`config.mk`:
```
export PLATFORM = sky130hd
export DESIGN_NAME = pgh_axis
export DESIGN_NICKNAME = d
export VERILOG_FILES = /design/src/rtl/core/assert_macros.svh /design/src/rtl/core/pgh_pkg.sv /design/src/rtl/core/pgh_axis.sv
export SDC_FILE = /design/constraint.sdc
export NUM_CORES = 2
export LEC_CHECK = 0
export ABC_CLOCK_PERIOD_IN_PS = 7700
export BUFFER_PORTS_ARGS = -buffer_cell sky130_fd_sc_hd__buf_4
export CAP_MARGIN = 20
export CORE_MARGIN = 5
export CORE_UTILIZATION = 60
export CTS_CLUSTER_DIAMETER = 100
export CTS_CLUSTER_SIZE = 14
export DETAILED_ROUTE_END_ITERATION = 8
export GPL_TIMING_DRIVEN = 0
export PLACE_DENSITY_LB_ADDON = 0.08
export SLEW_MARGIN = 20
export SYNTH_ARGS = -nofsm -noshare
export SYNTH_HDL_FRONTEND = slang
export SYNTH_SLANG_ARGS = --single-unit
```
`constraint.sdc`:
```
create_clock -name clk -period 7.7 [get_ports clk]
set_input_delay 0.385 -clock clk [delete_from_list [all_inputs] [get_ports clk]]
set_output_delay 0.385 -clock clk [all_outputs]
set_load 0.01 [all_outputs]
```
`src/rtl/core/assert_macros.svh`:
```
// ----------------------------------------------------------------------------
// Assertion macros
// Shared concurrent assertion forms for the particle grid hash RTL.
// ----------------------------------------------------------------------------
`ifndef ASSERT_MACROS_SVH
`define ASSERT_MACROS_SVH

// Same-cycle implication, checked on every rising edge outside reset.
`define PGH_ASSERT_IMP(label, clk, rst, ante, cons) \
  label: assert property (@(posedge clk) disable iff (rst) (ante) |-> (cons)) \
    else $error("particle grid hash assertion failed");

// Next-cycle implication, checked on every rising edge outside reset.
`define PGH_ASSERT_NEXT(label, clk, rst, ante, cons) \
  label: assert property (@(posedge clk) disable iff (rst) (ante) |=> (cons)) \
    else $error("particle grid hash assertion failed");

`endif

```
`src/rtl/core/pgh_pkg.sv`:
```
// ----------------------------------------------------------------------------
// pgh_pkg
// Types, register indexes and helpers shared by the particle grid hash RTL.
// ----------------------------------------------------------------------------
package pgh_pkg;

  // Configuration register index width and register map.
  localparam int CFG_IDX_W = 4;
  typedef logic [CFG_IDX_W-1:0] cfg_idx_t;

  localparam cfg_idx_t REG_ORIGIN_X   = 4'd0;
  localparam cfg_idx_t REG_ORIGIN_Y   = 4'd1;
  localparam cfg_idx_t REG_ORIGIN_Z   = 4'd2;
  localparam cfg_idx_t REG_INV_CELL_X = 4'd3;
  localparam cfg_idx_t REG_INV_CELL_Y = 4'd4;
  localparam cfg_idx_t REG_INV_CELL_Z = 4'd5;
  localparam cfg_idx_t REG_AXIS_BITS  = 4'd6;
  localparam cfg_idx_t REG_TIME_STEP  = 4'd7;

  // Reset value of each reciprocal cell size register.
  localparam logic [31:0] INV_CELL_RESET = 32'h0001_0000;

  // Flag set in the top bit of the hash when the particle has expired.
  localparam logic [31:0] DEAD_FLAG = 32'h8000_0000;

  // Current contents of the configuration registers.
  typedef struct packed {
    logic [31:0] origin_x;
    logic [31:0] origin_y;
    logic [31:0] origin_z;
    logic [31:0] inv_cell_x;
    logic [31:0] inv_cell_y;
    logic [31:0] inv_cell_z;
    logic [11:0] axis_bits;
    logic [30:0] time_step;
  } cfg_regs_t;

  // Load enables of the four pipeline stages.
  typedef struct packed {
    logic s1;
    logic s2;
    logic s3;
    logic s4;
  } stage_en_t;

  // Saturate a 4-bit axis width field to the supported maximum.
  function automatic logic [3:0] sat_axis_bits(input logic [3:0] field,
                                               input logic [3:0] limit);
    return (field > limit) ? limit : field;
  endfunction

endpackage

```
`src/rtl/core/pgh_axis.sv`:
```
// ----------------------------------------------------------------------------
// pgh_axis
// One axis of the cell lookup: subtract origin, scale, truncate and clamp.
// ----------------------------------------------------------------------------
module pgh_axis #(
  parameter int FRAC_BITS     = 16,
  parameter int MAX_AXIS_BITS = 10
) (
  input  logic                      clk,
  input  pgh_pkg::stage_en_t        en,
  input  logic [31:0]               pos,
  input  logic [31:0]               origin,
  input  logic [31:0]               inv,
  input  logic [3:0]                bits,
  output logic [MAX_AXIS_BITS-1:0]  coord
);

  localparam int SHIFT = 2 * FRAC_BITS;

  logic [32:0]              diff;
  logic                     positive;
  logic [31:0]              mag;
  logic [63:0]              prod_next;
  logic [63:0]              prod;
  logic [63:0]              quot;
  logic [63:0]              above;
  logic [MAX_AXIS_BITS-1:0] cell_pow;
  logic [MAX_AXIS_BITS-1:0] max_cell;
  logic [MAX_AXIS_BITS-1:0] coord_next;

  // Stage 1: exact 33-bit difference; non-positive distances map to cell 0.
  assign diff     = {pos[31], pos} - {origin[31], origin};
  assign positive = !diff[32] && (diff[31:0] != 32'd0);

  always_ff @(posedge clk) begin
    if (en.s1) begin
      mag <= positive ? diff[31:0] : 32'd0;
    end
  end

  // Stage 2: full 32 x 32 product with the reciprocal cell size.
  assign prod_next = 64'(mag) * 64'(inv);

  always_ff @(posedge clk) begin
    if (en.s2) begin
      prod <= prod_next;
    end
  end

  // Stage 3: drop both fraction fields and saturate to the last cell.
  assign quot       = prod >> SHIFT;
  assign above      = quot >> bits;
  assign cell_pow   = MAX_AXIS_BITS'(1) << bits;
  assign max_cell   = cell_pow - MAX_AXIS_BITS'(1);
  assign coord_next = (above != 64'd0) ? max_cell : quot[MAX_AXIS_BITS-1:0];

  always_ff @(posedge clk) begin
    if (en.s3) begin
      coord <= coord_next;
    end
  end

endmodule

```
Word level (Yosys, flattened, before mapping)
Index checks and enable logic that the tools add are counted.

word-level totals
  register bits after elaboration = 106
  input port bits = 105

cells by class
  add/sub/neg operators = 2
  $mul = 1
  shift operators = 2
  mux-type cells = 1
  reduce and logical (&&, ||, !) cells = 4

operator list
  operator                                             number
  multiplier 32 x 32 -> 64 bit                         1
  nonzero test 64 bit                                  1
  >> shifter 32 x 4 -> 64 bit                          1
  subtractor 32 x 32 -> 33 bit                         1
  nonzero test 32 bit                                  1
  2-to-1 mux 10 bit                                    1
  << shifter 1 x 4 -> 10 bit (first input constant)    1
  subtractor 10 x 1 -> 10 bit (second input constant)  1
  logical AND 1 bit                                    1
  zero test 1 bit                                      1

Longest topological paths before layout
  word-level depth = 3
  mapped depth = 30
  depth with buffers taken out = 28

Worst setup path before layout
Ideal clock, no wire load.

  path type = input to register
  from = input port inv[8]
  to = register prod[63], data pin
  library setup time = 0.260 ns
  arrival = 7.053 ns
  required time = 7.440 ns
  setup slack = 0.387 ns
  stages on the path = 25
  path through = clkbuf_1 -> nand2_1 -> fa_1 -> inv_1 -> fa_1 -> inv_1 -> fa_1 -> inv_1 -> fa_1 -> fa_1 -> fa_1 -> fa_1 -> inv_1 -> fa_1 -> inv_1 -> ha_1 -> a21o_1 -> a31oi_1 -> or3b_1 -> o21ai_2 -> a211oi_2 -> o2111ai_2 -> a21boi_2 -> a221o_1 -> xnor2_1

between the ends
  cells in the longest elaborated chain, start to end = 1

RTL lines
  what                          line            source
  from (decl)                   pgh_axis.sv:13  input logic [31:0] inv,
  multiplier 32 x 32 -> 64 bit  pgh_axis.sv:42  assign prod_next = 64'(mag) * 64'(inv);
  net prod_next[63]             pgh_axis.sv:23  logic [63:0] prod_next;
  to (signal assigned)          pgh_axis.sv:46  prod <= prod_next;
  to (decl)                     pgh_axis.sv:24  logic [63:0] prod;

The timed path passes the listed nets, and every way through them passes these cells.
A chain may end at the register's enable or synchronous reset.

Final worst setup path
  from = input port inv[24]
  to = register prod[63], data pin

The elaborated chain is that of the path after synthesis.

==> results.cfg <==
[worst_setup_path]
crit_required_ns = 7.85
crit_slowest_cell = clkbuf_1
worstSetupStartpoint = inv[24]
worst_r2r_path_depth = 26
end_kind = register
cpLargestDelayFamily = adder cells
path_max_fanout = 10
rr_startpoint = mag[22]
r2r_end = prod[62]
worstSetupPathType = in2reg
r2r_slack_ns = -0.21
startpoint_type = input pin
cp_slowest_stage_delay_ns = 0.76
cpMostUsedCell = fa_1
crit_buf_inv = 6
arrival_ns = 8.08

[clock_tree]
cts_hold_buf = 0
cts_buffers = 9
clk_latency_ns = 0.40
h-tree-depth = 3
cts_root_buf = clkbuf_16
cts_tree = built
cts_sinks = 74
clkTransAtPathRegs_ns = 0.07
cts_buffer_depth = 2

[hold_path]
min_path_cells = 1
hold_class = in2reg
min-delay-start = en[1]
min_to = coord[3]

[sta]
hold_viol = 0
max_freq_ghz = 0.126
fin_crit_sh_pct = 103
slew_headroom_pct = 31.4
fin_skew_ns = 0.0121
rsz0062_at_grt = yes
worst_slew_pin_slew_ns = 1.03
min_period_ns = 7.94
drv_slew = 0
layout_setup_ws_ns = -0.236
finalSetupViolations = 13

[global_routing]
grt_pass1_vias = 30200
grt-busiest-layer = met2
grt.total_usage_pct = 39.8
grt_max_degree = 33
grt_use_met2_pct = 58.4
grt_pass1_wl_microns = 195000
grt_use_met3_pct = 13.2
grt_remaining_overflow = 0
antenna_found_initial = 15
grtUsageMet1_pct = 52.9

[job]
cap_violations = 0

[outcome]
status = finished with violations
violations = setup timing

[drt]
drt_iter0_drc = 3077
ant_nets = 0
routed_wirelength_microns = 133000
vias = 30100
drt_first_pass_iters = 6
drc = 0
post_drt_wl_per_cell_microns = 25.8
vias_per_cell = 5.84

[floorplanning]
rows = 91
start_util_pct = 60.6
die_w_microns = 260
die_area_sq_um = 67400
io_pins = 115
die_y_microns = 260
core_sq_um = 61700

[synth]
syn_area_sq_um = 37400
synth_most_common_cell = inv_1
synth_edf_count = 74
syn_area_per_cell_sq_um = 9.21
ys.flop_type = edfxtp_1
postSynthCellCount = 4058
async_flop_share_pct = 0
ys_ff_latch = 74
synth_top_cell_area_share_pct = 48.0
yosysWarningCount = 0
syn_nets = 5352
post_synth_most_frequent_cells = inv_1, fa_1, and2_1
yosys.area.top_type = fa_1
synth_area_leaders = fa_1, and2_1, ha_1
ys_seq_area_share_pct = 5.94
yosysUniqueCellTypes = 76

[placed_design]
place.gp.congestion = 1.04
place_hpwl_microns = 109000
post-place-ws_ns = -1.55
port-buffer-count = 112

[final_layout]
nFillCells = 5125
drive_gt1_share_pct = 12.4
final_nets = 5598
regArea_sq_um = 2220
area_growth_syn_to_layout_pct = 12.6
multi_input_area_sq_um = 31500
[cell families after synthesis]
family / share of synthesized area (%)
AOI/OAI and AO/OA: 5.52
muxes: 0.164
DFF: 5.94
buffers and inverters: 11.7
adders and majority gates: 57.8
and+or+nand+nor: 17.4
xor gates and xnor gates: 1.41
[routing by layer]
| metal | up-vias | wire length, microns |
|---|---|---|
| met3 | 482 | 17500 |
| met4 | 10 | 9640 |
| met5 | - | 69 |
| met1 | 15200 | 48900 |
| li1 | 12500 | - |
| met2 | 1908 | 57100 |
[cell type report]
cell class / count / share of cell area [%]
multi-input combinational: 2824 / 74.7
inverter: 942 / 8.43
sequential: 74 / 5.28
timing repair buffer: 241 / 4.58
buffer: 212 / 3.74
tap: 837 / 2.49
clock buffer: 10 / 0.544
clock inverter: 6 / 0.157
antenna: 13 / 0.0773
[through the flow]
stage	hold slack (ns)	instance area (sq um)	instances	util, %	setup TNS, ns
2_1_floorplan	0.497	37400	4058	-	0
3_3_place_gp	0.581	39300	5007	63.6	-34.26
3_5_place_dp	0.569	39300	5007	63.6	-34.85
4_1_cts	0.287	41600	5124	67.4	-0.695
5_1_grt	0.305	42100	5147	68.2	-3.96
6_report	0.302	42100	5159	68.2	-1.53
[worst max path at each step]
stage	slack, ns	to	cells past startpoint
2_1_floorplan	0.39	prod[63]	25
3_3_place_gp	-1.60	prod[50]	21
3_5_place_dp	-1.55	prod[50]	26
4_1_cts	-0.16	prod[62]	27
5_1_grt	-0.39	prod[62]	27
6_report	-0.24	prod[63]	25
[state kept, by name (all words and copies together), names as in the netlist]
signal	flops
coord	10
prod	32
mag	32
[cells in the final DEF, fill, tap and decap left out, types with 11 or more instances in the layout]
master	netlist	final
clkbuf_16	0	21
and2_4	0	11
edfxtp_1	74	74
clkbuf_1	208	90
ha_1	293	276
xor2_1	22	22
diode_2	0	13
xnor2_1	38	35
nand4_1	22	22
inv_1	942	920
clkbuf_2	1	40
nand2_1	471	470
buf_4	4	228
fa_2	0	36
clkbuf_8	0	28
ha_4	0	16
nor2_1	79	74
o21bai_1	11	11
a31oi_1	15	11
fa_1	896	860
and2_1	596	585
a21o_1	61	60
nor2b_1	14	14
o21ai_0	37	33
buf_6	2	20
clkbuf_4	0	19
a21oi_1	92	84
nor3_1	21	18
inv_2	0	18
nand3_1	17	15
[what timing repair did]
item / in CTS / in global routing
pin swaps: 66 / 116
buffers inserted: 105 / 24
resized for setup: 341 / 115
endpoints found under the setup margin: 32 / 25
gates cloned: 1 / 0
Power is not shown: default switching activity piles up to over one toggle a cycle in this logic, so the estimate is an artifact.
