File: src/rtl/core/assert_macros.svh
// ----------------------------------------------------------------------------
// Assertion macros
// Shared concurrent assertion forms for the particle grid hash RTL.
// ----------------------------------------------------------------------------
`ifndef ASSERT_MACROS_SVH
`define ASSERT_MACROS_SVH

// Same-cycle implication, checked on every rising edge outside reset.
`define PGH_ASSERT_IMP(label, clk, rst, ante, cons) \
  label: assert property (@(posedge clk) disable iff (rst) (ante) |-> (cons)) \
    else $error("particle grid hash assertion failed");

// Next-cycle implication, checked on every rising edge outside reset.
`define PGH_ASSERT_NEXT(label, clk, rst, ante, cons) \
  label: assert property (@(posedge clk) disable iff (rst) (ante) |=> (cons)) \
    else $error("particle grid hash assertion failed");

`endif

File: src/rtl/core/pgh_pkg.sv
// ----------------------------------------------------------------------------
// pgh_pkg
// Types, register indexes and helpers shared by the particle grid hash RTL.
// ----------------------------------------------------------------------------
package pgh_pkg;

  // Configuration register index width and register map.
  localparam int CFG_IDX_W = 4;
  typedef logic [CFG_IDX_W-1:0] cfg_idx_t;

  localparam cfg_idx_t REG_ORIGIN_X   = 4'd0;
  localparam cfg_idx_t REG_ORIGIN_Y   = 4'd1;
  localparam cfg_idx_t REG_ORIGIN_Z   = 4'd2;
  localparam cfg_idx_t REG_INV_CELL_X = 4'd3;
  localparam cfg_idx_t REG_INV_CELL_Y = 4'd4;
  localparam cfg_idx_t REG_INV_CELL_Z = 4'd5;
  localparam cfg_idx_t REG_AXIS_BITS  = 4'd6;
  localparam cfg_idx_t REG_TIME_STEP  = 4'd7;

  // Reset value of each reciprocal cell size register.
  localparam logic [31:0] INV_CELL_RESET = 32'h0001_0000;

  // Flag set in the top bit of the hash when the particle has expired.
  localparam logic [31:0] DEAD_FLAG = 32'h8000_0000;

  // Current contents of the configuration registers.
  typedef struct packed {
    logic [31:0] origin_x;
    logic [31:0] origin_y;
    logic [31:0] origin_z;
    logic [31:0] inv_cell_x;
    logic [31:0] inv_cell_y;
    logic [31:0] inv_cell_z;
    logic [11:0] axis_bits;
    logic [30:0] time_step;
  } cfg_regs_t;

  // Load enables of the four pipeline stages.
  typedef struct packed {
    logic s1;
    logic s2;
    logic s3;
    logic s4;
  } stage_en_t;

  // Saturate a 4-bit axis width field to the supported maximum.
  function automatic logic [3:0] sat_axis_bits(input logic [3:0] field,
                                               input logic [3:0] limit);
    return (field > limit) ? limit : field;
  endfunction

endpackage

File: src/rtl/core/pgh_cfg.sv
// ----------------------------------------------------------------------------
// pgh_cfg
// Configuration register file; writes to unmapped indexes are dropped.
// ----------------------------------------------------------------------------
module pgh_cfg (
  input  logic                clk,
  input  logic                rst,
  input  logic                cfg_valid,
  output logic                cfg_ready,
  input  pgh_pkg::cfg_idx_t   cfg_index,
  input  logic [31:0]         cfg_data,
  output pgh_pkg::cfg_regs_t  regs
);

  // The register file takes a write transaction in every cycle.
  assign cfg_ready = 1'b1;

  // Register writes.
  always_ff @(posedge clk) begin
    if (rst) begin
      regs.origin_x   <= '0;
      regs.origin_y   <= '0;
      regs.origin_z   <= '0;
      regs.inv_cell_x <= pgh_pkg::INV_CELL_RESET;
      regs.inv_cell_y <= pgh_pkg::INV_CELL_RESET;
      regs.inv_cell_z <= pgh_pkg::INV_CELL_RESET;
      regs.axis_bits  <= '0;
      regs.time_step  <= '0;
    end else if (cfg_valid && cfg_ready) begin
      case (cfg_index)
        pgh_pkg::REG_ORIGIN_X:   regs.origin_x   <= cfg_data;
        pgh_pkg::REG_ORIGIN_Y:   regs.origin_y   <= cfg_data;
        pgh_pkg::REG_ORIGIN_Z:   regs.origin_z   <= cfg_data;
        pgh_pkg::REG_INV_CELL_X: regs.inv_cell_x <= cfg_data;
        pgh_pkg::REG_INV_CELL_Y: regs.inv_cell_y <= cfg_data;
        pgh_pkg::REG_INV_CELL_Z: regs.inv_cell_z <= cfg_data;
        pgh_pkg::REG_AXIS_BITS:  regs.axis_bits  <= cfg_data[11:0];
        pgh_pkg::REG_TIME_STEP:  regs.time_step  <= cfg_data[30:0];
        default: begin
        end
      endcase
    end
  end

endmodule

File: config.mk
export PLATFORM = sky130hd
export DESIGN_NAME = pgh_cfg
export DESIGN_NICKNAME = d
export VERILOG_FILES = /design/src/rtl/core/assert_macros.svh /design/src/rtl/core/pgh_pkg.sv /design/src/rtl/core/pgh_cfg.sv
export SDC_FILE = /design/constraint.sdc
export NUM_CORES = 1
export LEC_CHECK = 0
export ABC_AREA = 1
export BUFFER_PORTS_ARGS = -buffer_cell sky130_fd_sc_hd__buf_2
export CAP_MARGIN = 5
export CORE_UTILIZATION = 40
export CTS_BUF_LIST = sky130_fd_sc_hd__clkbuf_4
export DETAILED_ROUTE_END_ITERATION = 8
export PLACE_DENSITY_LB_ADDON = 0.1
export SLEW_MARGIN = 20
export SYNTH_ARGS = -nofsm -noshare
export SYNTH_HDL_FRONTEND = slang
export SYNTH_SLANG_ARGS = --single-unit
File: constraint.sdc
create_clock -name clk -period 1.4 [get_ports clk]
set_clock_uncertainty 0.2 [all_clocks]
set_input_delay 0.28 -clock clk [delete_from_list [all_inputs] [get_ports clk]]
set_output_delay 0.28 -clock clk [all_outputs]
set_load 0.02 [all_outputs]
Word level (Yosys, flattened, before mapping) --
Cells that the tools add are included.
Word-level totals: logic and storage cells 24, output and inout port bits 236, flip-flop bits (word level) 235, input port bits 39
Operators by class: equal/unequal tests 7, reductions and logical operators 9
Operators by type and width (count):
- $eq A4 B3 Y1 const B | 4
- $reduce_and A2 Y1 | 8
- $eq A4 B2 Y1 const B | 2
- $eq A4 B1 Y1 const B | 1
- $logic_not A4 Y1 | 1

Logic depth before layout (Yosys ltp) --
Gate-level depths: netlist of the first run.
depth after elaboration 2, depth in mapped cells 7, depth with buffers taken out 6

Worst setup path after synthesis of the first run --
No wires, ideal clock.
kind input to register, start in cfg_valid, end reg regs[160] (netlist name), path slack -0.037 ns, path buffers 3, stages 6, library setup time 0.113 ns, required time 1.087 ns, data arrival time 1.124 ns, path through buf_2 > buf_2 > clkbuf_1 > nand4_1 > nand2_1 > nor2_1
On the way: word-level cells in the longest chain between the ends 1
Ends and longest elaborated chain:
- start, declared | line pgh_cfg.sv:8 | input logic cfg_valid,
- $reduce_and A2 Y1 (no line)
- end, declared | line pgh_cfg.sv:12 | output pgh_pkg::cfg_regs_t regs
Every way passes these cells. A chain may end at the register's enable or synchronous reset.

Worst setup path in the final report of the first run --
start reg regs[174] (netlist name), end out regs[174] (netlist name)
No word-level cell between the ends.

==> results of run 1 <==
## power by group through the flow
| stage | Sequential (mW) | Combinational, mW | Clock (mW) |
|---|---|---|---|
| 3_3_place_gp | 7.05 | 1.33 | 0 |
| 6_report | 6.97 | 1.62 | 5.74 |
| 3_5_place_dp | 7.06 | 1.33 | 0 |
| 5_1_grt | 6.98 | 1.76 | 6.29 |
| 2_1_floorplan | 7.23 | 0.611 | 0 |
| 4_1_cts | 6.97 | 1.60 | 5.92 |
## layout by cell type (no fill, tap or decap), drive strengths merged, types with 2 or more instances in the layout
| cell | count |
|---|---|
| dlygate4sd3 | 45 |
| dfxtp | 235 |
| buf | 320 |
| clkbuf | 96 |
| dlymetal6s4s | 4 |
| nor2 | 474 |
| nand2 | 407 |
| nand3 | 6 |
| diode | 2 |
| nand4 | 65 |
| o21ai | 2 |
| clkinv | 5 |
| inv | 100 |
## logic make-up (layout without fill, tap and decap cells)
kind of cell | after synthesis | after routing | synth area share (%)
buffers and inverters | 185 | 570 | 8.07
AND/OR/NAND/NOR | 953 | 953 | 41.0
AO/OA/AOI/OAI | 2 | 2 | 0.108
flip-flops | 235 | 235 | 50.8
other | 1 | 3 | 0.0405
## metrics by stage
stage                     setup WS [ps]  cells  setup TNS (ps)
final                              -237   2048          -47100
after global routing               -314   2047          -63500
after CTS                          -296   2037          -61200
after detailed placement           -192   1885          -28260
after global placement             -157   1885          -25090
after floorplan                   -35.0   1376           -1330
## repair_timing
action / in CTS / in global routing
setup buffers: 3 / 8
hold endpoints to repair: 235 / 4
gates resized for setup: 705 / 12
setup endpoints to repair: 235 / 416
hold buffers: 48 / 2
## per-layer routing
| layer | GRT usage (%) | part of all wire [%] |
|---|---|---|
| met1 | 31.6 | 43 |
| met2 | 41.3 | 47 |
| met3 | 7.45 | 8.3 |
| met4 | 8.29 | 2.1 |
| met5 | 0 | 0 |
## worst max path at each step
stage / startpoint / end / slack, ps / depth (start not counted)
floorplan: cfg_valid / regs[160] / -30 / 6
global placement: cfg_index[3] / regs[103] / -160 / 8
detailed placement: cfg_index[3] / regs[149] / -190 / 7
CTS: regs[176] / regs[176] / -300 / 1
global route: regs[176] / regs[176] / -310 / 1
finish: regs[174] / regs[174] / -240 / 1
## final cells by class
class                           count  area [um^2]
Fill cell                        2048         8430
Sequential cell                   235         5000
Timing Repair Buffer              369         3950
Multi-Input combinational cell    956         3850
Clock buffer                       96          721
Inverter                          100          380
Tap cell                          285          357
Clock inverter                      5         18.8
Antenna cell                        2         5.00
==> results.ini, run 1 <==
[synth]
synthFlopType = dfxtp_1
ys_top_cells_by_count = 469 x nor2_1, 407 x nand2_1, 235 x dfxtp_1
ys_async_sr_fraction_pct = 0
syn_inst = 1376
syn_area_um2 = 9270
synth_top_cell_by_area = dfxtp_1
syn_area_per_cell_um2 = 6.74
synth-seq-area-share_pct = 50.8
synth_top_area_share_pct = 50.8
yosys_warnings = 0
ys_seq_elements = 235
synthTopCellsByArea = dfxtp_1 51%, nor2_1 19%, nand2_1 16%, nand4_1 4.4%, inv_1 4.0%
synthesis.nets = 1415
yosysMostFrequentCell = nor2_1
synth_cell_type_count = 18
synth-edff-count = 0

[worst_setup_path]
cp_slowest_cell = dfxtp_2
crit_buf_inv = 1
crit_type = reg -> out
worstPathCellList = buf_6
timing.rr.end = regs[118]
timing.rr.start = regs[118]
reg2reg_depth = 5
reg2reg_setup_slack_ps = 470
crit_arrival_ps = 1160
crit_required_ps = 920
cp-end-kind = output pin
cp-start-kind = flop
cp_max_fo = 2
critical_path.top_delay_family = flip-flops
slowest_delay_ps = 360

[run_status]
violations = negative setup slack
outcome = finished, violations left

[detailed_routing]
drtIter0Drc = 449
num_vias = 9446
drt_wl_total_um = 30100
wl_per_cell_um = 14.7
first_pass_iters = 5
via_per_inst = 4.61
final_antenna_net_count = 0
drc = 0

[cells_and_area]
syn_to_final_growth_pct = 54.1
regMostFlops = regs
largest_reg_flops = 235
postLayoutCoreUtil_pct = 62.9
top_regs = regs (235)
final_cell_area_um2 = 14300
final_layout_size_suffix_gt1_share_pct = 37.8
nNetsFinal = 1762

[floorplan]
die_w_um = 154
start_util_pct = 40.8
die_h_um = 154
core_um2 = 22700
dieArea_um2 = 23800
fp-row-count = 55
ios = 275

[power]
seqPwrFrac_pct = 48.6
switchingPower_mw = 3.75
p_comb_share_pct = 11.3
internal-power_mw = 10.6
p_sw_share_pct = 26.1
leakagePower_nw = 6.91
ir_worst_vdd_uv = 644
finalPower_mw = 14.3
clkPwrFrac_pct = 40.1
power_per_cell_area_nw_per_um2 = 1000

[sta]
fin_crit_ps = 1640
hold_slack_ps = 33.8
hold_viol = 0
fmax_mhz = 611
worst_slack_ps = -237
min_period_over_period_pct = 117
setup_violations = 235
grt_setup_unrepaired = yes
maxSlewViolCount = 0

[global_routing]
grt_max_degree = 77
overflow = 0
grt_pass1_wl_um = 47200
antenna_found_initial = 2
grt_pass1_vias = 8927
grt_usage_pct = 25.2

[hold_path]
min_from = cfg_index[1]
min_to = regs[40]
whs_path_depth = 6
min_path_type = in -> reg

[clock_tree]
insertion_delay_ps = 670
clk_pin_slew_worst_paths_ps = 60
clockRootBuffer = clkbuf_4
cts_tree = done
max-clock-path-buffers = 3
htree_levels = 2
cts_num_sinks = 235
cts-buffers-inserted = 61

[placement]
place_congestion = 0.802
dp_hpwl_um = 18900
place_area_um2 = 11200
io_buffers = 273

[flow_run]
drv_cap = 0

Note: power is estimated with default switching activity, not from simulation.
==> run 2, diff against run 1 <==
==> constraint.sdc (replaced) <==
create_clock -name clk -period 2.05 [get_ports clk]
set_clock_uncertainty 0.2 [all_clocks]
set_input_delay 0.41 -clock clk [delete_from_list [all_inputs] [get_ports clk]]
set_output_delay 0.41 -clock clk [all_outputs]
set_load 0.02 [all_outputs]
==> run 2 against run 1 <==
- the run now ends clean
- critical path depth unchanged
- global-route usage decreased by 1.1 points
- setup slack gained 450 ps
- largest cell class unchanged
- clock-buffer cell count up 8
==> results.ini, run 2 (synthesized netlist as in run 1, its figures left out) <==
[run_status]
outcome = complete, no violations

[clock_tree]
cts_setup_buffers = 0
insertion_delay_ps = 630
cts_tree = done
ctsResizeCount = 0
clk_pin_slew_worst_paths_ps = 70
cts_num_sinks = 235
htree_levels = 3
max-clock-path-buffers = 3
cts-buffers-inserted = 68
clockRootBuffer = clkbuf_4

[placement]
dp_hpwl_um = 19300
place_congestion = 0.801
dp_slack_ps = 288
io_buffers = 273

[cells_and_area]
final_common_cell = nor2_1
final_layout_size_suffix_gt1_share_pct = 24.1
final_cell_mix = 465 x nor2_1, 407 x nand2_1, 273 x buf_2
top_regs = regs (235)
largest_reg_flops = 235
syn_to_final_growth_pct = 32.8
nNetsFinal = 1737
regMostFlops = regs
register_area_um2 = 4700
multiInputGateArea_um2 = 3830
postLayoutCoreUtil_pct = 54.2
fillerInstances = 2410

[worst_setup_path]
crit_type = reg -> out
cp-end-kind = output pin
cp_max_fo = 2
critical_path.top_delay_family = flip-flops
crit_required_ps = 1440
crit_buf_inv = 1
crit_arrival_ps = 1220
worstPathCellList = buf_2
cp_slowest_cell = dfxtp_1
slowest_delay_ps = 370
cp-start-kind = flop

[sta]
setup_tns_ps = 0
worst_slack_ps = 218
fin_crit_ps = 1830
setup_violations = 0
hold_viol = 0
fmax_mhz = 546
maxSlewViolCount = 0
grt_setup_unrepaired = no
min_period_over_period_pct = 89.4

[detailed_routing]
final_antenna_net_count = 0
drt_wl_total_um = 28800
via_per_inst = 4.52
wl_per_cell_um = 14.1
num_vias = 9202
first_pass_iters = 5
drc = 0
drtIter0Drc = 504

[floorplan]
core_um2 = 22700
ios = 275
fp-row-count = 55
die_w_um = 154
die_h_um = 154
start_util_pct = 40.8
dieArea_um2 = 23800

[global_routing]
overflow = 0
grt_max_degree = 65
antenna_found_initial = 1
grt_pass1_vias = 8262
grt_pass1_wl_um = 44800
grt_usage_pct = 24.1

[power]
leakagePower_nw = 6.51
power_per_cell_area_nw_per_um2 = 837
ir_worst_vdd_uv = 381

[hold_path]
min_path_type = in -> reg

[flow_run]
drv_cap = 0

-- run 2: changes by cell type in the layout (fill, tap and decap cells not counted), sizes merged --
cell / previous run / this run
clkbuf: 96 / 104
dlymetal6s4s: 4 / 0
clkinv: 5 / 14
buf: 320 / 302
bufinv: 0 / 3
dlygate4sd3: 45 / 35
-- run 2: path summary, 6_finish.rpt --
check | startpoint | endpoint | slack [ps] | cells after the start
max | regs[198] | regs[198] | 220 | 1
min | cfg_index[2] | regs[59] | 50 | 4
max reg2reg | regs[210] | regs[210] | 1210 | 4
min reg2reg | regs[4] | regs[4] | 270 | 2
-- run 2: layout make-up --
class	count	share of cell area (%)
clock inverter	17	1.16
tap	285	2.90
timing repair buffer	337	17.1
multi-input combinational	956	31.1
inverter	100	3.09
antenna	2	0.0407
clock buffer	104	6.34
sequential	235	38.2
-- run 2: repair_timing --
action	CTS	global route
hold endpoints to repair	106	0
hold buffers	35	0
setup endpoints to repair	0	0
-- run 2: power by group --
part | switching, mW | internal, mW | total (mW)
clock | 1.96 | 2.68 | 4.64
combinational | 0.626 | 0.312 | 0.939
sequential | 0.0528 | 4.67 | 4.72
-- run 2: layer usage --
layer	GRT usage [%]	routed length (um)	vias to the layer above
li1	-	-	4820
met1	31.0	13000	4064
met2	37.9	13100	274
met3	6.84	2080	44
met4	9.62	675	0
met5	0	0	-
-- run 2: through the flow --
step | instances | cell area (um^2) | power (mW) | hold WS [ps]
2_1_floorplan | 1376 | 9270 | 5.36 | 336
3_3_place_gp | 1878 | 11000 | 5.70 | 257
3_5_place_dp | 1878 | 11000 | 5.71 | 265
4_1_cts | 2034 | 12300 | 10.5 | 3.44
5_1_grt | 2036 | 12300 | 10.8 | 28.9
6_report | 2036 | 12300 | 10.3 | 48.8
