<file path="src/rtl/core/assert_macros.svh">
// ----------------------------------------------------------------------------
// Assertion macros
// Shared concurrent assertion forms for the particle grid hash RTL.
// ----------------------------------------------------------------------------
`ifndef ASSERT_MACROS_SVH
`define ASSERT_MACROS_SVH

// Same-cycle implication, checked on every rising edge outside reset.
`define PGH_ASSERT_IMP(label, clk, rst, ante, cons) \
  label: assert property (@(posedge clk) disable iff (rst) (ante) |-> (cons)) \
    else $error("particle grid hash assertion failed");

// Next-cycle implication, checked on every rising edge outside reset.
`define PGH_ASSERT_NEXT(label, clk, rst, ante, cons) \
  label: assert property (@(posedge clk) disable iff (rst) (ante) |=> (cons)) \
    else $error("particle grid hash assertion failed");

`endif

</file>
<file path="src/rtl/core/pgh_pkg.sv">
// ----------------------------------------------------------------------------
// pgh_pkg
// Types, register indexes and helpers shared by the particle grid hash RTL.
// ----------------------------------------------------------------------------
package pgh_pkg;

  // Configuration register index width and register map.
  localparam int CFG_IDX_W = 4;
  typedef logic [CFG_IDX_W-1:0] cfg_idx_t;

  localparam cfg_idx_t REG_ORIGIN_X   = 4'd0;
  localparam cfg_idx_t REG_ORIGIN_Y   = 4'd1;
  localparam cfg_idx_t REG_ORIGIN_Z   = 4'd2;
  localparam cfg_idx_t REG_INV_CELL_X = 4'd3;
  localparam cfg_idx_t REG_INV_CELL_Y = 4'd4;
  localparam cfg_idx_t REG_INV_CELL_Z = 4'd5;
  localparam cfg_idx_t REG_AXIS_BITS  = 4'd6;
  localparam cfg_idx_t REG_TIME_STEP  = 4'd7;

  // Reset value of each reciprocal cell size register.
  localparam logic [31:0] INV_CELL_RESET = 32'h0001_0000;

  // Flag set in the top bit of the hash when the particle has expired.
  localparam logic [31:0] DEAD_FLAG = 32'h8000_0000;

  // Current contents of the configuration registers.
  typedef struct packed {
    logic [31:0] origin_x;
    logic [31:0] origin_y;
    logic [31:0] origin_z;
    logic [31:0] inv_cell_x;
    logic [31:0] inv_cell_y;
    logic [31:0] inv_cell_z;
    logic [11:0] axis_bits;
    logic [30:0] time_step;
  } cfg_regs_t;

  // Load enables of the four pipeline stages.
  typedef struct packed {
    logic s1;
    logic s2;
    logic s3;
    logic s4;
  } stage_en_t;

  // Saturate a 4-bit axis width field to the supported maximum.
  function automatic logic [3:0] sat_axis_bits(input logic [3:0] field,
                                               input logic [3:0] limit);
    return (field > limit) ? limit : field;
  endfunction

endpackage

</file>
<file path="src/rtl/core/pgh_pack.sv">
// ----------------------------------------------------------------------------
// pgh_pack
// Output stage: packs the three cell coordinates and the expiry flag.
// ----------------------------------------------------------------------------
module pgh_pack #(
  parameter int MAX_AXIS_BITS = 10
) (
  input  logic                      clk,
  input  logic                      en,
  input  logic [MAX_AXIS_BITS-1:0]  cx,
  input  logic [MAX_AXIS_BITS-1:0]  cy,
  input  logic [MAX_AXIS_BITS-1:0]  cz,
  input  logic [3:0]                bx,
  input  logic [3:0]                bz,
  input  logic [30:0]               life,
  input  logic                      dead,
  output logic [31:0]               cell_hash,
  output logic [30:0]               life_out
);

  logic [4:0]  y_shift;
  logic [31:0] packed_cell;

  // The x field sits at the bottom, then z, then y.
  assign y_shift     = 5'(bx) + 5'(bz);
  assign packed_cell = 32'(cx) | (32'(cz) << bx) | (32'(cy) << y_shift);

  // Output register; it holds while the consumer stalls.
  always_ff @(posedge clk) begin
    if (en) begin
      cell_hash <= dead ? (packed_cell | pgh_pkg::DEAD_FLAG) : packed_cell;
      life_out  <= life;
    end
  end

endmodule

</file>
<file path="config.mk">
export PLATFORM = sky130hd
export DESIGN_NAME = pgh_pack
export DESIGN_NICKNAME = d
export VERILOG_FILES = /design/src/rtl/core/assert_macros.svh /design/src/rtl/core/pgh_pkg.sv /design/src/rtl/core/pgh_pack.sv
export SDC_FILE = /design/constraint.sdc
export NUM_CORES = 1
export LEC_CHECK = 0
export BUFFER_PORTS_ARGS = -buffer_cell sky130_fd_sc_hd__buf_4
export CAP_MARGIN = 20
export CORE_UTILIZATION = 55
export CTS_BUF_LIST = sky130_fd_sc_hd__clkbuf_8
export DETAILED_ROUTE_END_ITERATION = 16
export GPL_TIMING_DRIVEN = 0
export PLACE_DENSITY = 0.88
export SETUP_SLACK_MARGIN = 0.05
export SLEW_MARGIN = 10
export SYNTH_ARGS = -nofsm -noshare
export SYNTH_HDL_FRONTEND = slang
export SYNTH_SLANG_ARGS = --single-unit
</file>
<file path="constraint.sdc">
create_clock -name clk -period 7.2 [get_ports clk]
set_input_delay 2.16 -clock clk [delete_from_list [all_inputs] [get_ports clk]]
set_output_delay 2.16 -clock clk [all_outputs]
set_load 0.02 [all_outputs]
</file>
== Word-level counts from Yosys, hierarchy flattened ==
Index checks and enable logic that the tools add are counted.

* Bits in registers: 63
* Word-level logic and storage cells: 8
* Bits of input ports: 72

* Bitwise gates (word level): 2
* Shifts and indexed selects: 2
* Add/sub/neg operators: 1

{| class="wikitable"
|+ Operator list
! operator !! number
|-
| 10-bit by 32-bit OR with 32-bit output || 1
|-
| 32-bit OR || 1
|-
| 10-bit by 4-bit << shifter with 32-bit output || 1
|-
| 10-bit by 5-bit << shifter with 32-bit output || 1
|-
| 4-bit by 4-bit adder with 5-bit output || 1
|}

== Logic depth before layout (Yosys ltp) ==
Gate-level depths: netlist of run 1.

* Depth in word-level cells: 3
* Mapped depth: 10
* Depth with buffers taken out: 8

== Worst setup path after synthesis of run 1 ==
No wires, ideal clock.

* Path type: input port to flip-flop
* Start: in bx[1]
* End: reg cell_hash[4], data pin
* Library setup time: 261 ps
* Data arrival time: 4,581 ps
* Path buffers: 3
* Slack: 2,358 ps
* Stages: 9
* Path through: buf_2 > clkbuf_1 > inv_1 > fa_1 > clkbuf_1 > mux4_2 > nand2_1 > o21ai_0 > a221o_1

* Word-level cells in the longest chain between the ends: 3
* Elaborated cells on any way between the ends: 5

{| class="wikitable"
|+ RTL lines
! what !! RTL line !! source
|-
| start, declared || pgh_pack.sv:13 || <nowiki>input logic [3:0] bx,</nowiki>
|-
| 4-bit by 4-bit adder with 5-bit output / 10-bit by 4-bit << shifter with 32-bit output (equally long branches) || pgh_pack.sv:25, pgh_pack.sv:26 ||
|-
| 10-bit by 5-bit << shifter with 32-bit output / 10-bit by 32-bit OR with 32-bit output (equally long branches) || pgh_pack.sv:26 || <nowiki>assign packed_cell = 32'(cx) | (32'(cz) << bx) | (32'(cy) << y_shift);</nowiki>
|-
| 32-bit OR * || pgh_pack.sv:26 ||
|-
| named net packed_cell[4] || pgh_pack.sv:22 || <nowiki>logic [31:0] packed_cell;</nowiki>
|-
| end signal, assigned || pgh_pack.sv:31 || <nowiki>cell_hash <= dead ? (packed_cell | pgh_pkg::DEAD_FLAG) : packed_cell;</nowiki>
|-
| end, declared || pgh_pack.sv:17 || <nowiki>output logic [31:0] cell_hash,</nowiki>
|}

Mark *: on every way through the listed nets, which the timed path passes. The rest lies on a longest branch.
A chain may end at the register's enable or synchronous reset.

== Worst setup path after layout of run 1 ==
* Start: in bx[1]
* End: reg cell_hash[30], data pin

Same word-level chain as after synthesis.

==> results of run 1 <==
==> worst max-delay path: stages <==
cell	delay [ns]
buf_4	0.09
buf_2	0.26
clkbuf_1	0.40
inv_1	0.18
fa_1	0.63
clkbuf_1	0.40
mux2_2	0.45
mux2i_1	0.43
nand2_1	0.10
a21oi_1	0.15
==> layout make-up <==
cell class	count	area share (%)
plain buffers	19	1.79
clock buffers	9	2.49
clock inverters	7	1.61
inverters	6	0.453
multi-input cells	216	33.5
flip-flops and latches	63	38.0
well taps	77	1.94
repair buffers	134	20.2
==> power groups by stage <==
stage               logic (mW)  registers, mW  clock network, mW
global placement         0.371          0.471                  0
detailed placement       0.374          0.474                  0
CTS                      0.376          0.468              0.318
finish                   0.382          0.467              0.317
floorplan                0.168          0.525                  0
global route             0.403          0.470              0.336
==> cell usage after synthesis, types with 5 or more instances <==
| cell | instances |
|---|---|
| buf_2 | 8 |
| a21oi_1 | 12 |
| mux2_2 | 6 |
| nand2_1 | 27 |
| a211o_1 | 5 |
| nand3_1 | 9 |
| o211ai_1 | 5 |
| inv_1 | 6 |
| nor2b_1 | 6 |
| a221o_1 | 7 |
| a31oi_1 | 7 |
| o21ai_0 | 15 |
| mux2i_1 | 29 |
| clkbuf_1 | 9 |
| edfxtp_1 | 63 |
| mux4_2 | 10 |
| nor2_1 | 23 |
==> worst max path at each step <==
stage	endpoint	start	slack (ns)
floorplan	cell_hash[4]	bx[1]	2.36
global placement	cell_hash[4]	bx[1]	1.84
detailed placement	cell_hash[4]	bx[1]	1.84
CTS	cell_hash[30]	bx[1]	2.18
global route	cell_hash[20]	bx[1]	1.94
finish	cell_hash[30]	bx[1]	2.11
==> stage by stage <==
stage / std cells / util (%)
after global routing: 531 / 77.9
after floorplan: 304 / -
after CTS: 531 / 77.9
final: 531 / 77.9
after detailed placement: 515 / 74.7
after global placement: 515 / 74.7
==> kinds of logic (layout without fill, tap and decap cells) <==
family                   Yosys count  in the layout  share of synthesized area [%]
AO/OA/AOI/OAI                     80             80                           15.8
XOR/XNOR                           2              2                          0.478
adder cells (fa/ha/maj)            5              5                           1.91
buffers and inverters             25            175                           3.04
flip-flops                        63             63                           51.6
multiplexers                      48             48                           17.0
AND/OR/NAND/NOR                   81             81                           10.2
==> state kept, by name, indices dropped and copies added, names as in the netlist <==
| register | flops |
|---|---|
| cell_hash | 32 |
| life_out | 31 |
==> layer usage <==
metal / wire length (um) / vias up / track usage, %
li1: - / 1487 / -
met1: 4270 / 1516 / 39.5
met2: 5230 / 228 / 51.3
met3: 953 / 24 / 7.32
met4: 367 / 0 / 13.6
met5: 0 / - / 0
==> out/results.tsv, run 1 <==
metric	value	unit
cp.arrival	5.26	ns
dieArea	0.00700	mm^2
portBuffers	134	
ys_async_sr_fraction	0	%
outcome	finished clean	
cts-resized-gates	0	
worst_slack	2.11	ns
dpl_cell_area	0.00477	mm^2
cts-root-buf	clkbuf_8	
drive_above_1_share	38.8	%
cts_buffer_depth	2	
die-height	83.7	um
min_to	life_out[16]	
yosys.area.top_type	edfxtp_1	
hold_depth	1	
firstDrtPassIters	5	
drtAntennaViolNets	0	
final_nets	526	
wl_per_cell	20.4	um
grt_pass1_vias	3177	
regArea	0.00189	mm^2
report.final.slew_viol_count	0	
cts_hold_buf	0	
antenna_found_initial	0	
crit_fanout	10	
syn_nets	381	
critPathKind	input pin to register	
worstSetupStartpointType	input pin	
fmax	196	MHz
drv_cap	0	
min_period_over_period	70.7	%
yosys_most_used_dff	edfxtp_1	
vias	3255	
initial_core_util	57.4	%
clkSinkCount	63	
io_pins	135	
powerDensity	234	mW/mm^2
final_cell_mix	buf_4 (134), edfxtp_1 (63), mux2i_1 (29), nand2_1 (27), nor2_1 (23)	
area_delta_synth_final	35.6	%
tightest_slew	0.751	ns
final_area	0.00497	mm^2
ys.warnings.count	0	
syn_avg_cell_area	12.1	um^2
synth_area_leaders	edfxtp_1 (52%), mux2i_1 (7.9%), mux4_2 (6.1%)	
crit_path_end_kind	register	
p_sw_share	31.2	%
fp.coreArea	0.00639	mm^2
syn_area	0.00367	mm^2
whs	2.01	ns
tns	0	ns
place_hpwl	8.24	mm
final_common_cell	buf_4	
hold_path_class	input pin to register	
grt-ovfl-total	0	
diodes	0	
comb_power_share	32.8	%
required	7.37	ns
synthDistinctLibCells	49	
cts_tree	yes	
clkTransAtPathRegs	0.06	ns
routabilityCongestion	1.00	
grt_use_total	31.2	%
dieWidth	83.7	um
drc	0	
drt_iter0_drc	271	
cts_setup_buffers	0	
synthesis.instances	304	
synth-edff-count	63	
routed_via_density	6.13	
p_sw	0.364	mW
p_total	1.17	mW
grt_max_degree	64	
pre_cts_ws	1.84	ns
layout_min_cycle_time	5.09	ns
rsz0062_at_grt	no	
slew_headroom	50.0	%
max-vdd-ir-drop	0.176	mV
fill_cells	414	
rows	29	
pwr-share-seq	40.1	%
htreeDepth	3	
seq_area_frac_synth	51.6	%
setup_viol	0	
hp-start	life[16]	
p_int	0.802	mW
synth_top_cell_area_share	51.6	%
grt_pass1_wl	16.7	mm
cts_inserted_buffers	9	
p_leak	2.10	nW
multi_input_area	0.00167	mm^2
finalHoldViolations	0	
pwr-share-clk	27.2	%
synth_seq_cells	63	
drt_wl_total	10.8	mm
Power figures use the tool's default switching activity.
==> inputs of run 2 (changes only) <==
- CORE_UTILIZATION: 55 -> 46
- PLACE_DENSITY: 0.88 -> 0.78
- clock period: 7.2 -> 4.6 ns (I/O delays scaled with it)
==> run 2 against run 1 <==
Utilization decreased by 13 points. Design area increased by 0.10%. Worst setup slack got worse by 1.8 ns. Count of clock-buffer cells in the layout unchanged. First-iteration DRC count decreased by 30%. Sequential cell count unchanged. Via count decreased by 3.0%. Combinational power increased by 56%. Global-route usage decreased by 5.9 points. Sequential share of layout area about the same. Clock power increased by 36%. Total power increased by 51%. Critical path type unchanged. Largest cell class unchanged. Highest routed layer unchanged.
==> out/results.tsv, run 2 (synthesis gave the netlist of run 1 again) <==
metric	value	unit	change
wl_per_cell	18.7	um	-8.4%
path_cells	buf_4 > buf_2 > clkbuf_1 > inv_1 > fa_1 > clkbuf_1 > mux4_2 > nand2_1 > o21ai_0 > a221o_1		
grt_use_total	25.3	%	-5.9 points
initial_core_util	47.5	%	-10 points
required	4.67	ns	-2.70 ns
grt_max_degree	64		unchanged
cts_buffer_depth	2		unchanged
final_nets	526		unchanged
slew_headroom	50.0	%	about the same
setup_viol	0		unchanged
rows	32		+10%
fp.coreArea	0.00773	mm^2	+21%
io_pins	135		unchanged
clkTransAtPathRegs	0.07	ns	about the same
vias	3156		-3.0%
report.final.slew_viol_count	0		unchanged
dieWidth	91.3	um	+9.1%
routed_via_density	5.69		-7.2%
firstDrtPassIters	5		unchanged
dp_cells	540		+4.9%
final_common_cell	buf_4		
min_period_over_period	94.2	%	
finalHoldViolations	0		unchanged
tightest_slew	0.750	ns	-0.000652 ns
drt_wl_total	10.4	mm	-4.2%
critPathMaxStageDelay	0.64	ns	about the same
drive_above_1_share	38.9	%	+0.086 points
final_area	0.00498	mm^2	+0.10%
outcome	finished clean		
max-vdd-ir-drop	0.122	mV	-31%
portBuffers	134		unchanged
critPathKind	input pin to register		
dieArea	0.00834	mm^2	+19%
cts-resized-gates	0		unchanged
largest_registers	cell_hash x32, life_out x31		
hold_path_class	input pin to register		
path_common_cell	clkbuf_1		
layout_min_cycle_time	4.33	ns	
cts-root-buf	clkbuf_8		
grt-ovfl-total	0		unchanged
die-height	91.3	um	+9.1%
grt_pass1_vias	3060		-3.7%
drt_iter0_drc	190		-30%
routabilityCongestion	0.939		-6.4%
fmax	231	MHz	
worstSetupStartpointType	input pin		
drv_cap	0		unchanged
cp.arrival	4.40	ns	-0.86 ns
p_total	1.76	mW	+51%
crit_fanout	10		unchanged
clkSinkCount	63		unchanged
cts_hold_buf	0		unchanged
powerDensity	353	mW/mm^2	+50%
rsz0062_at_grt	no		
cp_top_family	buffers and inverters		
cp_slowest_cell	fa_1		
crit_path_end_kind	register		
cts_tree	yes		
antenna_found_initial	0		unchanged
htreeDepth	3		unchanged
critPathBufInv	5		unchanged
whs	1.23	ns	-0.776 ns
drc	0		unchanged
diodes	0		unchanged
cts_setup_buffers	0		unchanged
drtAntennaViolNets	0		unchanged
final_cell_mix	buf_4 (134), edfxtp_1 (63), mux2i_1 (29), nand2_1 (27), nor2_1 (23)		
place_hpwl	8.14	mm	-1.3%
dpl_cell_area	0.00480	mm^2	+0.66%
final_cell_count_no_fill	555		+4.5%
finalCoreUtilization	64.4	%	-13 points
p_leak	2.08	nW	-0.92%
largest_reg_flops	32		unchanged
grt_pass1_wl	16.0	mm	-4.2%
cts_inserted_buffers	9		unchanged
top_register	cell_hash		
area_delta_synth_final	35.7	%	
[run 2: cell types whose count changed in the layout (fill, tap and decap cells not counted)]
cell        before  now
clkinvlp_4       0    1
bufinv_16        2    1
inv_1            8    7
[run 2: power by group]
part           switching, mW  leakage, nW  total, mW  internal, mW
logic                  0.348         1.38      0.596         0.248
registers             0.0175        0.615      0.728         0.711
clock network          0.191       0.0914      0.431         0.240
[run 2: cell type report]
class / instances / area, um^2
clock inverter: 6 / 53.8
sequential: 63 / 1890
tap: 102 / 128
inverter: 6 / 22.5
timing repair buffer: 134 / 1010
clock buffer: 9 / 124
buffer: 19 / 88.8
fill: 633 / 2750
multi-input combinational: 216 / 1670
[run 2: per-layer routing]
layer	part of all wire, %	GRT usage (%)	vias to the layer above
li1	-	-	1487
met1	44	33.3	1503
met2	46	40.2	143
met3	5.8	5.53	23
met4	3.4	11.4	0
met5	0	0	-
[run 2: final timing paths]
path / end / start / cells past startpoint
min: life_out[29] / life[29] / 1
max: cell_hash[4] / bx[1] / 10
[run 2: through the flow]
step	TNS [ns]	setup WS [ns]
4_1_cts	0	0.294
3_3_place_gp	-0.0255	-0.0255
6_report	0	0.269
3_5_place_dp	-0.234	-0.0583
2_1_floorplan	0	0.538
5_1_grt	0	0.0736
==> inputs of run 3 (changes only) <==
- BUFFER_PORTS_ARGS: -buffer_cell sky130_fd_sc_hd__buf_4 -> default
- CORE_UTILIZATION: 46 -> 60
- DONT_BUFFER_PORTS: default -> 1
- PLACE_DENSITY: 0.78 -> 0.79
==> run 3 against run 2 <==
Sequential share of layout area is 10 points higher. Clock power about the same. Hold slack worse by 0.080 ns. Via count decreased by 14%. Total power shrank 8.1%. Fmax is 2.4% higher. First-iteration DRC count up 37%. Die area shrank 23%. Sequential cell count unchanged. Final cell count fell by 29%. Wire length decreased by 6.9%.
==> out/results.tsv, run 3 (synthesis gave the netlist of run 1 again) <==
metric	value	unit	change
cts_inserted_buffers	9		unchanged
cts_setup_buffers	0		unchanged
outcome	finished clean		
largest_registers	cell_hash x32, life_out x31		
antenna_found_initial	0		unchanged
initial_core_util	62.0	%	+14 points
final_common_cell	edfxtp_1		
worst_slack	0.371	ns	+0.102 ns
cp.arrival	4.38	ns	-0.02 ns
final_nets	392		-25%
clkTransAtPathRegs	0.06	ns	about the same
drtAntennaViolNets	0		unchanged
pre_cts_ws	0.0720	ns	+0.130 ns
setup_viol	0		unchanged
grt-ovfl-total	0		unchanged
largest_reg_flops	32		unchanged
htreeDepth	3		unchanged
routabilityCongestion	0.960		+2.2%
clkSinkCount	63		unchanged
pwr-share-seq	50.9	%	+9.4 points
grt_pass1_wl	13.7	mm	-14%
top_register	cell_hash		
critPathKind	input pin to register		
p_int	1.09	mW	-8.7%
p_sw	0.519	mW	-6.8%
pwr-share-clk	26.6	%	+2.0 points
rows	28		-13%
worstSetupStartpointType	input pin		
die-height	80.2	um	-12%
hold_path_class	input pin to register		
cts_buffer_depth	2		unchanged
place_hpwl	7.37	mm	-9.4%
min_period_over_period	91.9	%	-2.2 points
grt_use_total	29.5	%	+4.2 points
hold_depth	0		-1
min_to	life_out[17]		
cts_hold_buf	0		unchanged
crit_fanout	10		unchanged
wl_per_cell	24.5	um	+31%
drv_cap	0		unchanged
dieWidth	80.2	um	-12%
layout_min_cycle_time	4.23	ns	-0.102 ns
vias	2704		-14%
rsz0062_at_grt	no		
diodes	0		unchanged
grt_max_degree	64		unchanged
drt_iter0_drc	261		+37%
slew_headroom	47.9	%	-2.1 points
required	4.75	ns	+0.08 ns
multi_input_area	0.00167	mm^2	unchanged
area_delta_synth_final	7.40	%	
cts-root-buf	clkbuf_8		
regArea	0.00189	mm^2	unchanged
dieArea	0.00643	mm^2	-23%
portBuffers	0		-100%
p_leak	1.44	nW	-31%
max-vdd-ir-drop	0.300	mV	+150%
grt_pass1_vias	2542		-17%
drc	0		unchanged
tightest_slew	0.778	ns	+0.0283 ns
firstDrtPassIters	5		unchanged
cts_tree	yes		
hp-start	life[17]		
crit_path_end_kind	register		
tns	0	ns	unchanged
drive_above_1_share	13.2	%	-26 points
fp.coreArea	0.00592	mm^2	-23%
comb_power_share	22.6	%	-11 points
powerDensity	410	mW/mm^2	+16%
p_sw_share	32.2	%	+0.44 points
p_total	1.61	mW	-8.1%
io_pins	135		unchanged
finalHoldViolations	0		unchanged
drt_wl_total	9.65	mm	-6.9%
routed_via_density	6.86		+21%
finalCoreUtilization	66.5	%	+2.1 points
report.final.slew_viol_count	0		unchanged
fill_cells	427		-33%
cts-resized-gates	0		unchanged
final_cell_mix	edfxtp_1 (63), mux2i_1 (29), nand2_1 (27), nor2_1 (23), o21ai_0 (15)		
fmax	236	MHz	+2.4%
run 3: changes by cell type in the layout (fill, tap and decap cells not counted), sizes merged:
cell,delta
buf,-134
run 3: how the worst max path moves through the flow:
stage	startpoint	to	depth (start not counted)
final	bx[1]	cell_hash[30]	9
after global routing	bx[1]	cell_hash[4]	9
after CTS	bx[1]	cell_hash[4]	9
after detailed placement	bx[1]	cell_hash[4]	9
after global placement	bx[1]	cell_hash[4]	9
after floorplan	bx[1]	cell_hash[4]	9
run 3: per-stage QoR:
stage / hold WS [ns] / instances / cell area (um^2)
5_1_grt: 1.14 / 394 / 3940
4_1_cts: 1.15 / 394 / 3940
6_report: 1.15 / 394 / 3940
2_1_floorplan: 1.48 / 304 / 3670
3_5_place_dp: 1.48 / 379 / 3760
3_3_place_gp: 1.48 / 379 / 3760
run 3: layer usage:
metal	track usage [%]	routed length, um	up-vias
met5	0	0	-
met4	11.1	336	0
met3	6.93	881	30
met2	50.4	4560	195
met1	36.2	3870	1260
li1	-	-	1219
run 3: critical path: stages:
cell,delay (ns)
buf_2,0.25
clkbuf_1,0.39
inv_1,0.18
fa_1,0.65
clkbuf_1,0.40
mux2_2,0.45
mux2i_1,0.39
nand2_1,0.12
a21oi_1,0.18
run 3: area by class of cell:
type | count | area share [%]
plain buffers | 19 | 2.25
clock buffers | 9 | 3.14
clock inverters | 6 | 1.37
inverters | 6 | 0.572
multi-input cells | 216 | 42.3
flip-flops and latches | 63 | 48.0
well taps | 75 | 2.38
run 3: power by group through the flow:
stage	clock network (mW)	logic [mW]	registers (mW)
after global routing	0.449	0.383	0.828
after floorplan	0	0.262	0.822
final	0.429	0.364	0.821
after global placement	0	0.347	0.831
after detailed placement	0	0.349	0.835
after CTS	0.428	0.352	0.823
